==> src/tksi_pkg.sv <==
// Shared types and constants for the sorted top-K insertion block.
// Used by top_k_sorted_insert_top; depends on nothing else.
package tksi_pkg;

   // Sizing of the lists.
   localparam int MAX_ENTRIES = 20;
   localparam int NUM_BOARDS  = 2;
   localparam int VALUE_BITS  = 32;

   // Derived widths.
   localparam int DEPTH   = NUM_BOARDS * MAX_ENTRIES;
   localparam int ADDR_W  = $clog2(DEPTH);
   localparam int IDX_W   = $clog2(MAX_ENTRIES);
   localparam int CNT_W   = $clog2(MAX_ENTRIES + 1);
   localparam int BOARD_W = (NUM_BOARDS > 1) ? $clog2(NUM_BOARDS) : 1;
   localparam int CMP_W   = (CNT_W > 5) ? CNT_W : 5;

   // Operation codes.
   localparam logic OP_INSERT = 1'b0;
   localparam logic OP_READ   = 1'b1;

   typedef logic [VALUE_BITS-1:0] value_type;

   // Input word.
   typedef struct packed {
      logic        operation;
      logic        board;
      logic [31:0] score_value;
      logic [4:0]  entry_index;
   } req_type;

   // Result word.
   typedef struct packed {
      logic [4:0]  rank;
      logic [31:0] entry_value;
      logic [4:0]  entry_count;
      logic [31:0] best_value;
      logic        new_best;
   } rsp_type;

   // Flat memory address of one list entry: boards are laid out one after another.
   function automatic logic [ADDR_W-1:0] entry_addr(input logic [BOARD_W-1:0] b,
                                                    input logic [IDX_W-1:0]   i);
      return ADDR_W'(ADDR_W'(b) * ADDR_W'(MAX_ENTRIES)) + ADDR_W'(i);
   endfunction

endpackage

==> src/top_k_sorted_insert_top.sv <==
// Top level of the sorted top-K insertion block: control sequencer, per-board
// counts and personal bests, and the list store. Depends on tksi_pkg and tksi_ram.
//
// Keeps one descending list of up to MAX_ENTRIES values per board in a single
// RAM, plus an entry count and a personal best per board in flip-flops. An insert
// walks its list from the last held entry upward, one entry per cycle, moving
// each entry that is not greater than the new value down one place and stopping
// at the first greater one; the value then goes into the freed slot and its
// 1-based rank is returned (0 when it falls off a full list). The walk is paced by
// the one read and one write per cycle of the RAM. A read fetches its entry from the
// RAM, builds the result in ST_READ and hands it on from ST_REPLY. One word is in
// work at a time; a new word is accepted while the previous result still waits in
// the output register. Entries past the count are never read, so the store needs
// no clearing pass after reset.
module top_k_sorted_insert_top
   import tksi_pkg::*;
(
   input  logic    clock,
   input  logic    reset,
   input  logic    req_valid,
   output logic    req_ready,
   input  req_type req_data,
   output logic    rsp_valid,
   input  logic    rsp_ready,
   output rsp_type rsp_data
);

   typedef enum logic [2:0] {
      ST_IDLE,
      ST_READ,
      ST_SCAN,
      ST_PUT_TOP,
      ST_REPLY
   } state_type;

   state_type          state_ff;
   logic [BOARD_W-1:0] board_ff;
   value_type          value_ff;
   logic [IDX_W-1:0]   ptr_ff;
   logic               hit_ff;
   rsp_type            res_ff;
   rsp_type            rsp_ff;
   logic               rsp_valid_ff;
   logic [CNT_W-1:0]   count_ff [NUM_BOARDS];
   value_type          best_ff  [NUM_BOARDS];

   // RAM ports.
   logic              wr_en;
   logic [ADDR_W-1:0] wr_addr;
   value_type         wr_data;
   logic              rd_en;
   logic [ADDR_W-1:0] rd_addr;
   value_type         rd_data;

   // Decode of the incoming word.
   logic               accept;
   logic [BOARD_W-1:0] b_in;
   logic               board_ok;
   value_type          v_in;
   logic [CNT_W-1:0]   cnt_in;
   logic               hit_in;
   logic               raise_best;

   // Scan and finish terms.
   logic             scan_gt;
   logic             ptr_last;
   logic             fin_ranked;
   logic [CNT_W-1:0] fin_rank;
   logic [CNT_W-1:0] cnt_cur;
   logic [CNT_W-1:0] cnt_new;
   logic             rsp_load;

   assign accept     = req_valid && req_ready;
   assign req_ready  = (state_ff == ST_IDLE);
   assign b_in       = BOARD_W'(req_data.board);
   assign board_ok   = (32'(req_data.board) < 32'(NUM_BOARDS));
   assign v_in       = VALUE_BITS'(req_data.score_value);
   assign cnt_in     = board_ok ? count_ff[b_in] : '0;
   assign hit_in     = CMP_W'(req_data.entry_index) < CMP_W'(cnt_in);
   assign raise_best = v_in > best_ff[b_in];

   assign scan_gt  = rd_data > value_ff;
   assign ptr_last = (ptr_ff == IDX_W'(MAX_ENTRIES - 1));
   assign cnt_cur  = count_ff[board_ff];

   // The finished word moves into the output register when that is free.
   assign rsp_load = (state_ff == ST_REPLY) && (!rsp_valid_ff || rsp_ready);

   // Rank and new count when the insert completes.
   always_comb begin
      if (state_ff == ST_PUT_TOP) begin
         fin_ranked = 1'b1;
         fin_rank   = CNT_W'(1);
      end else begin
         fin_ranked = !ptr_last;
         fin_rank   = CNT_W'(ptr_ff) + CNT_W'(2);
      end
      if (fin_ranked && (cnt_cur < CNT_W'(MAX_ENTRIES))) begin
         cnt_new = cnt_cur + CNT_W'(1);
      end else begin
         cnt_new = cnt_cur;
      end
   end

   // RAM access: one read and one write per cycle at different entries.
   always_comb begin
      wr_en   = 1'b0;
      wr_addr = entry_addr(board_ff, ptr_ff + IDX_W'(1));
      wr_data = rd_data;
      rd_en   = 1'b0;
      rd_addr = entry_addr(board_ff, ptr_ff - IDX_W'(1));
      case (state_ff)
         ST_IDLE: begin
            if (req_data.operation == OP_READ) begin
               rd_addr = entry_addr(b_in, IDX_W'(req_data.entry_index));
               rd_en   = accept && board_ok && hit_in;
            end else begin
               rd_addr = entry_addr(b_in, IDX_W'(cnt_in - CNT_W'(1)));
               rd_en   = accept && board_ok && (cnt_in != '0);
            end
         end
         ST_SCAN: begin
            // Move the entry down one place, or store the value below a greater one.
            wr_en   = !ptr_last;
            wr_data = scan_gt ? value_ff : rd_data;
            rd_en   = !scan_gt && (ptr_ff != '0);
         end
         ST_PUT_TOP: begin
            wr_en   = 1'b1;
            wr_addr = entry_addr(board_ff, '0);
            wr_data = value_ff;
         end
         default: begin
         end
      endcase
   end

   tksi_ram #(
      .WIDTH (VALUE_BITS),
      .DEPTH (DEPTH)
   ) u_list_ram (
      .clock   (clock),
      .wr_en   (wr_en),
      .wr_addr (wr_addr),
      .wr_data (wr_data),
      .rd_en   (rd_en),
      .rd_addr (rd_addr),
      .rd_data (rd_data)
   );

   // Sequencer, per-board state and output register.
   always_ff @(posedge clock) begin
      if (reset) begin
         state_ff     <= ST_IDLE;
         rsp_valid_ff <= 1'b0;
         for (int b = 0; b < NUM_BOARDS; b++) begin
            count_ff[b] <= '0;
            best_ff[b]  <= '0;
         end
      end else begin
         if (rsp_load) begin
            rsp_valid_ff <= 1'b1;
         end else if (rsp_ready) begin
            rsp_valid_ff <= 1'b0;
         end
         case (state_ff)
            ST_IDLE: begin
               if (accept) begin
                  board_ff           <= b_in;
                  value_ff           <= v_in;
                  hit_ff             <= hit_in;
                  res_ff.rank        <= '0;
                  res_ff.entry_value <= '0;
                  res_ff.entry_count <= '0;
                  res_ff.best_value  <= '0;
                  res_ff.new_best    <= board_ok && (req_data.operation == OP_INSERT)
                                        && raise_best;
                  if (!board_ok) begin
                     state_ff <= ST_REPLY;
                  end else if (req_data.operation == OP_READ) begin
                     ptr_ff   <= IDX_W'(req_data.entry_index);
                     state_ff <= ST_READ;
                  end else begin
                     // The personal best moves at once; only this board is touched.
                     if (raise_best) begin
                        best_ff[b_in] <= v_in;
                     end
                     ptr_ff   <= IDX_W'(cnt_in - CNT_W'(1));
                     state_ff <= (cnt_in == '0) ? ST_PUT_TOP : ST_SCAN;
                  end
               end
            end
            ST_READ: begin
               res_ff.rank        <= hit_ff ? 5'(CNT_W'(ptr_ff) + CNT_W'(1)) : 5'd0;
               res_ff.entry_value <= hit_ff ? 32'(rd_data) : 32'd0;
               res_ff.entry_count <= 5'(cnt_cur);
               res_ff.best_value  <= 32'(best_ff[board_ff]);
               state_ff           <= ST_REPLY;
            end
            ST_SCAN, ST_PUT_TOP: begin
               if ((state_ff == ST_PUT_TOP) || scan_gt) begin
                  count_ff[board_ff] <= cnt_new;
                  res_ff.rank        <= fin_ranked ? 5'(fin_rank) : 5'd0;
                  res_ff.entry_value <= 32'(value_ff);
                  res_ff.entry_count <= 5'(cnt_new);
                  res_ff.best_value  <= 32'(best_ff[board_ff]);
                  state_ff           <= ST_REPLY;
               end else if (ptr_ff == '0) begin
                  // Every held entry was moved down: the value goes on top.
                  state_ff <= ST_PUT_TOP;
               end else begin
                  ptr_ff <= ptr_ff - IDX_W'(1);
               end
            end
            ST_REPLY: begin
               if (rsp_load) begin
                  state_ff <= ST_IDLE;
               end
            end
            default: begin
               state_ff <= ST_IDLE;
            end
         endcase
      end
   end

   // Result payload register.
   always_ff @(posedge clock) begin
      if (rsp_load) begin
         rsp_ff <= res_ff;
      end
   end

   assign rsp_valid = rsp_valid_ff;
   assign rsp_data  = rsp_ff;

   // A delivered rank never lies below the end of its list.
   assert property (@(posedge clock) disable iff (reset)
      rsp_valid |-> (rsp_data.rank <= rsp_data.entry_count))
      else $error("rank beyond entry count");

   // A raised personal best is the inserted value itself.
   assert property (@(posedge clock) disable iff (reset)
      (rsp_valid && rsp_data.new_best) |-> (rsp_data.entry_value == rsp_data.best_value))
      else $error("new best differs from inserted value");

   // Only one word is in work at a time.
   assert property (@(posedge clock) disable iff (reset)
      (req_valid && req_ready) |=> !req_ready)
      else $error("second word accepted while busy");

   // The scan pointer stays inside the list.
   assert property (@(posedge clock) disable iff (reset)
      (state_ff == ST_SCAN) |-> (CNT_W'(ptr_ff) < count_ff[board_ff]))
      else $error("scan pointer past list end");

endmodule

==> src/tksi_ram.sv <==
// Generic simple dual-port RAM: one write port, one read port, registered read.
// No dependencies.
module tksi_ram #(
   parameter int WIDTH = 32,
   parameter int DEPTH = 40
) (
   input  logic                     clock,
   input  logic                     wr_en,
   input  logic [$clog2(DEPTH)-1:0] wr_addr,
   input  logic [WIDTH-1:0]         wr_data,
   input  logic                     rd_en,
   input  logic [$clog2(DEPTH)-1:0] rd_addr,
   output logic [WIDTH-1:0]         rd_data
);

   logic [WIDTH-1:0] mem_ff [DEPTH];
   logic [WIDTH-1:0] rd_data_ff;

   // Write and registered read.
   always_ff @(posedge clock) begin
      if (wr_en) begin
         mem_ff[wr_addr] <= wr_data;
      end
      if (rd_en) begin
         rd_data_ff <= mem_ff[rd_addr];
      end
   end

   assign rd_data = rd_data_ff;

endmodule
==> config.mk <==
export PLATFORM = sky130hd
export DESIGN_NAME = top_k_sorted_insert_top
export DESIGN_NICKNAME = d
export VERILOG_FILES = /design/src/tksi_pkg.sv /design/src/top_k_sorted_insert_top.sv /design/src/tksi_ram.sv
export SDC_FILE = /design/constraint.sdc
export NUM_CORES = 2
export LEC_CHECK = 0
export ABC_AREA = 1
export ABC_CLOCK_PERIOD_IN_PS = 26400
export BUFFER_PORTS_ARGS = -buffer_cell sky130_fd_sc_hd__buf_2
export CORE_UTILIZATION = 30
export CTS_CLUSTER_DIAMETER = 80
export CTS_CLUSTER_SIZE = 30
export DETAILED_ROUTE_END_ITERATION = 6
export GPL_TIMING_DRIVEN = 1
export PLACE_DENSITY = 0.5
export SLEW_MARGIN = 0
export SYNTH_ARGS = -nofsm -noshare
export SYNTH_HDL_FRONTEND = slang
export SYNTH_SLANG_ARGS = --single-unit
export TNS_END_PERCENT = 50
==> constraint.sdc <==
create_clock -name clock -period 26.4 [get_ports clock]
set_input_delay 5.28 -clock clock [delete_from_list [all_inputs] [get_ports clock]]
set_output_delay 5.28 -clock clock [all_outputs]
set_load 0.01 [all_outputs]
==> run_results.csv <==
group,metric,value,unit
critical_path,crit_path_max_fanout,150,
timing,fin_setup_tns,0,ns
critical_path,critical_path.slowest_cell,"buf_4",
floorplan,dieArea,233000,um^2
timing,rsz0062_at_grt,"no",
synth,syn_nets,6418,
global_route,grt_max_degree,186,
layout,syn2layout_area_growth,10.93,%
global_route,use_met3,0.01976,
synth,yosysMostFrequentCell,"edfxtp_1",
clocking,clkTransAtPathRegs,0.10,ns
layout,multiInputGateArea,17150,um^2
pwr,cellPowerDensity,120.3,nW/um^2
synth,syn_area,69320,um^2
critical_path,cpMostUsedCell,"nand3_1",
global_route,grt_pass1_wl,315500,um
clocking,clockBufferDepth,3,
floorplan,ios,120,
pwr,total_power,9.250,mW
layout,register_area,47400,um^2
clocking,insertion_delay,0.78,ns
global_route,grt_pass1_vias,44480,
drt,routed_wl,217700,um
timing,worst_slew_pin_slew,1.238,ns
timing,fin_crit,10.23,ns
synth,synth_edf_count,1575,
critical_path,cp_cell_sequence,"buf_2 -> buf_4 -> inv_2 -> o21ai_0 -> inv_1 -> ha_1 -> o21ai_0 -> nand2_1 -> o21ai_4 -> buf_4 -> inv_8 -> buf_12 -> buf_4 -> nand3_1 -> nand3_1 -> nand3_1 -> nand3_1 -> nand3_1 -> nand2_1",
floorplan,start_util,0.3015,
global_route,antenna_found_initial,3,
place,io_buffers,119,
critical_path,critical_path.top_delay_family,"buffers and inverters",
synth,avgSynthCellArea,11.02,um^2
critical_path,start_kind,"input pin",
synth,synth_warnings,0,
layout,drive_gt1_frac,0.07673,
floorplan,fp.dieW,482.7,um
layout,n_fill_cell,23040,
synth,yosys.area.top_type,"edfxtp_1",
synth,synth.distinct_cells,46,
hold_path,hold_class,"reg2reg",
timing,fmax,97.72,MHz
pwr,peakVddDrop,131.4,uV
global_route,grt-ovfl-total,0,
timing,slew_headroom,0.1730,
timing,fin_skew,0.05216,ns
global_route,met1_usage,0.2582,
critical_path,cp_num_buf_inv,8,
synth,synthCells,6290,
synth,ys_ff_latch,1580,
pwr,cellLeakagePower,29.62,nW
floorplan,row_count,176,
status,status,"finished clean",
critical_path,required,26.91,ns
layout,design_area,76900,um^2
clocking,cts-htree-levels,3,
synth,synthFlopType,"edfxtp_1",
place,gp_congestion,0.8184,
timing,min_period_over_period,0.3876,
layout,fin_nets,6382,
drt,wl_per_cell,23.26,um
timing,setup_viol,0,
floorplan,core,229900,um^2
global_route,grtUsageTotal,0.1839,
clocking,cts_tree,"built",
synth,yosys-top-cells-count,"edfxtp_1, nand3_1, nand2_1",
drt,antenna_left,0,
global_route,busiest_layer,"met2",
clocking,post_cts_buffers,0,
synth,synth_top_area_share,0.6823,
clocking,clock-sinks,1580,
synth,async_reset_ff_frac,0,
drt,routed_via_density,4.998,
clocking,cts_buffers,92,
clocking,cts_root_buf,"clkbuf_16",
clocking,cts-hold-fix-buffers,0,
clocking,ctsResizeCount,0,
place,place_area,73500,um^2
drt,drc,0,
floorplan,fp.dieH,482.7,um
critical_path,max_stage_delay,0.82,ns
drt,num_vias,46780,
flow_run,cap_violations,0,
drt,drtPass1Iterations,6,
synth,synth_seq_area_share,0.6837,
place,dp_hpwl,114800,um
critical_path,cp-end-kind,"flip-flop",
drt,drt_iter0_markers,4885,
critical_path,critPathArrivalTime,10.74,ns
timing,slew_violations,0,
critical_path,path_class,"in2reg",
layout,final_util,0.3345,
synth,synthTopCellsByArea,"edfxtp_1, nand3_1, nand2_1, inv_1, nand3b_1",
timing,finalHoldViolCount,0,
global_route,use_met2,0.3043,
==> final timing paths <==
path                startpoint                      to  slack [ns]  depth (start not counted)
hold reg to reg     res_ff[67]            rsp_data[67]        0.42                          0
hold / removal      res_ff[67]            rsp_data[67]        0.42                          0
setup / recovery  req_data[37]  u_list_ram.rd_data[25]       16.17                         19
setup reg to reg   state_ff[0]   u_list_ram.rd_data[3]       21.01                         15
==> layer usage <==
layer / up-vias / share of wire / wire, um
met3: 220 / 0.059 / 12810
met4: 2 / 0.019 / 4122
met5: - / 0.000060 / 13
met1: 23590 / 0.45 / 98020
met2: 1600 / 0.47 / 102800
li1: 21370 / - / -
==> where the power goes <==
| part | leakage (nW) | internal, mW | switching, mW |
|---|---|---|---|
| sequential | 14.4 | 3.45 | 0.114 |
| combinational | 13.6 | 0.937 | 3.01 |
| clock | 1.65 | 0.752 | 0.980 |
| total | 29.6 | 5.14 | 4.11 |
==> stage by stage <==
step	instances	hold WS (ns)	worst slack, ns
floorplan	6290	0.4003	13.22
global placement	9186	0.4061	15.50
detailed placement	9186	0.4045	15.53
CTS	9360	0.4207	16.34
global route	9361	0.4220	15.95
finish	9361	0.4155	16.17
==> worst reg2reg max path, cell delays in order, from the launching register on <==
cell and delay [ns]:
dfxtp_1 0.42, inv_2 0.07, nand2_2 0.12, nor2_8 0.08, inv_2 0.33, nand2_8 0.46, nand2_8 0.76, buf_4 0.89
buf_4 0.97, nand2_1 0.21, nand3_1 0.11, nand3_1 0.12, nand3_1 0.13, nand3_1 0.14, nand3_1 0.21, nand2_1 0.09
==> layout by cell type (no fill, tap or decap), types with 4 or more instances in the layout <==
cell,count
buf_4,111
inv_12,10
clkinv_8,18
a211oi_1,30
nand3_2,8
nand4_1,7
xnor2_1,4
nand3b_1,192
a21oi_1,32
inv_6,21
xor2_1,9
nand2_1,1105
o21ai_0,136
inv_1,951
nand3_1,1216
bufinv_16,4
o21ai_4,5
inv_8,16
ha_1,85
clkinv_2,4
nand2_2,4
buf_2,119
o21ai_1,58
dfxtp_1,4
nor2_1,280
edfxtp_1,1575
inv_2,8
buf_12,5
a31oi_1,5
clkbuf_16,92
clkinv_1,4
o211ai_1,33
inv_16,4
o22ai_1,101
nor2_4,40
==> cell type report <==
cell class / instances / share of cell area
antenna: 1 / 0.00003254
clock buffer: 93 / 0.02999
clock inverter: 81 / 0.01417
sequential: 1580 / 0.6164
multi-input combinational: 3380 / 0.2231
timing repair buffer: 235 / 0.01988
tap: 3026 / 0.04924
inverter: 965 / 0.04728
==> cell families (layout without fill, tap and decap cells) <==
group | count (synthesis) | after routing | synth area share
and+or+nand+nor | 2865 | 2865 | 0.1887
DFF | 1580 | 1580 | 0.6837
buffers and inverters | 1330 | 1374 | 0.07529
AOI/OAI and AO/OA | 416 | 416 | 0.03513
adders and majority gates | 85 | 85 | 0.01534
xor gates and xnor gates | 13 | 13 | 0.001643
muxes | 1 | 1 | 0.0001444
other | 0 | 1 | 0
==> state kept, by name, indices dropped and copies added, names as in the netlist, named ones only <==
signal	count
board_ff	1
value_ff	32
u_list_ram.rd_data	32
state_ff	3
rsp_valid	1
ptr_ff	5
best_ff	64
hit_ff	1
rsp_data	75
u_list_ram.mem_ff	1280
res_ff	75
count_ff	10
Note: power is estimated with default switching activity, not from simulation.
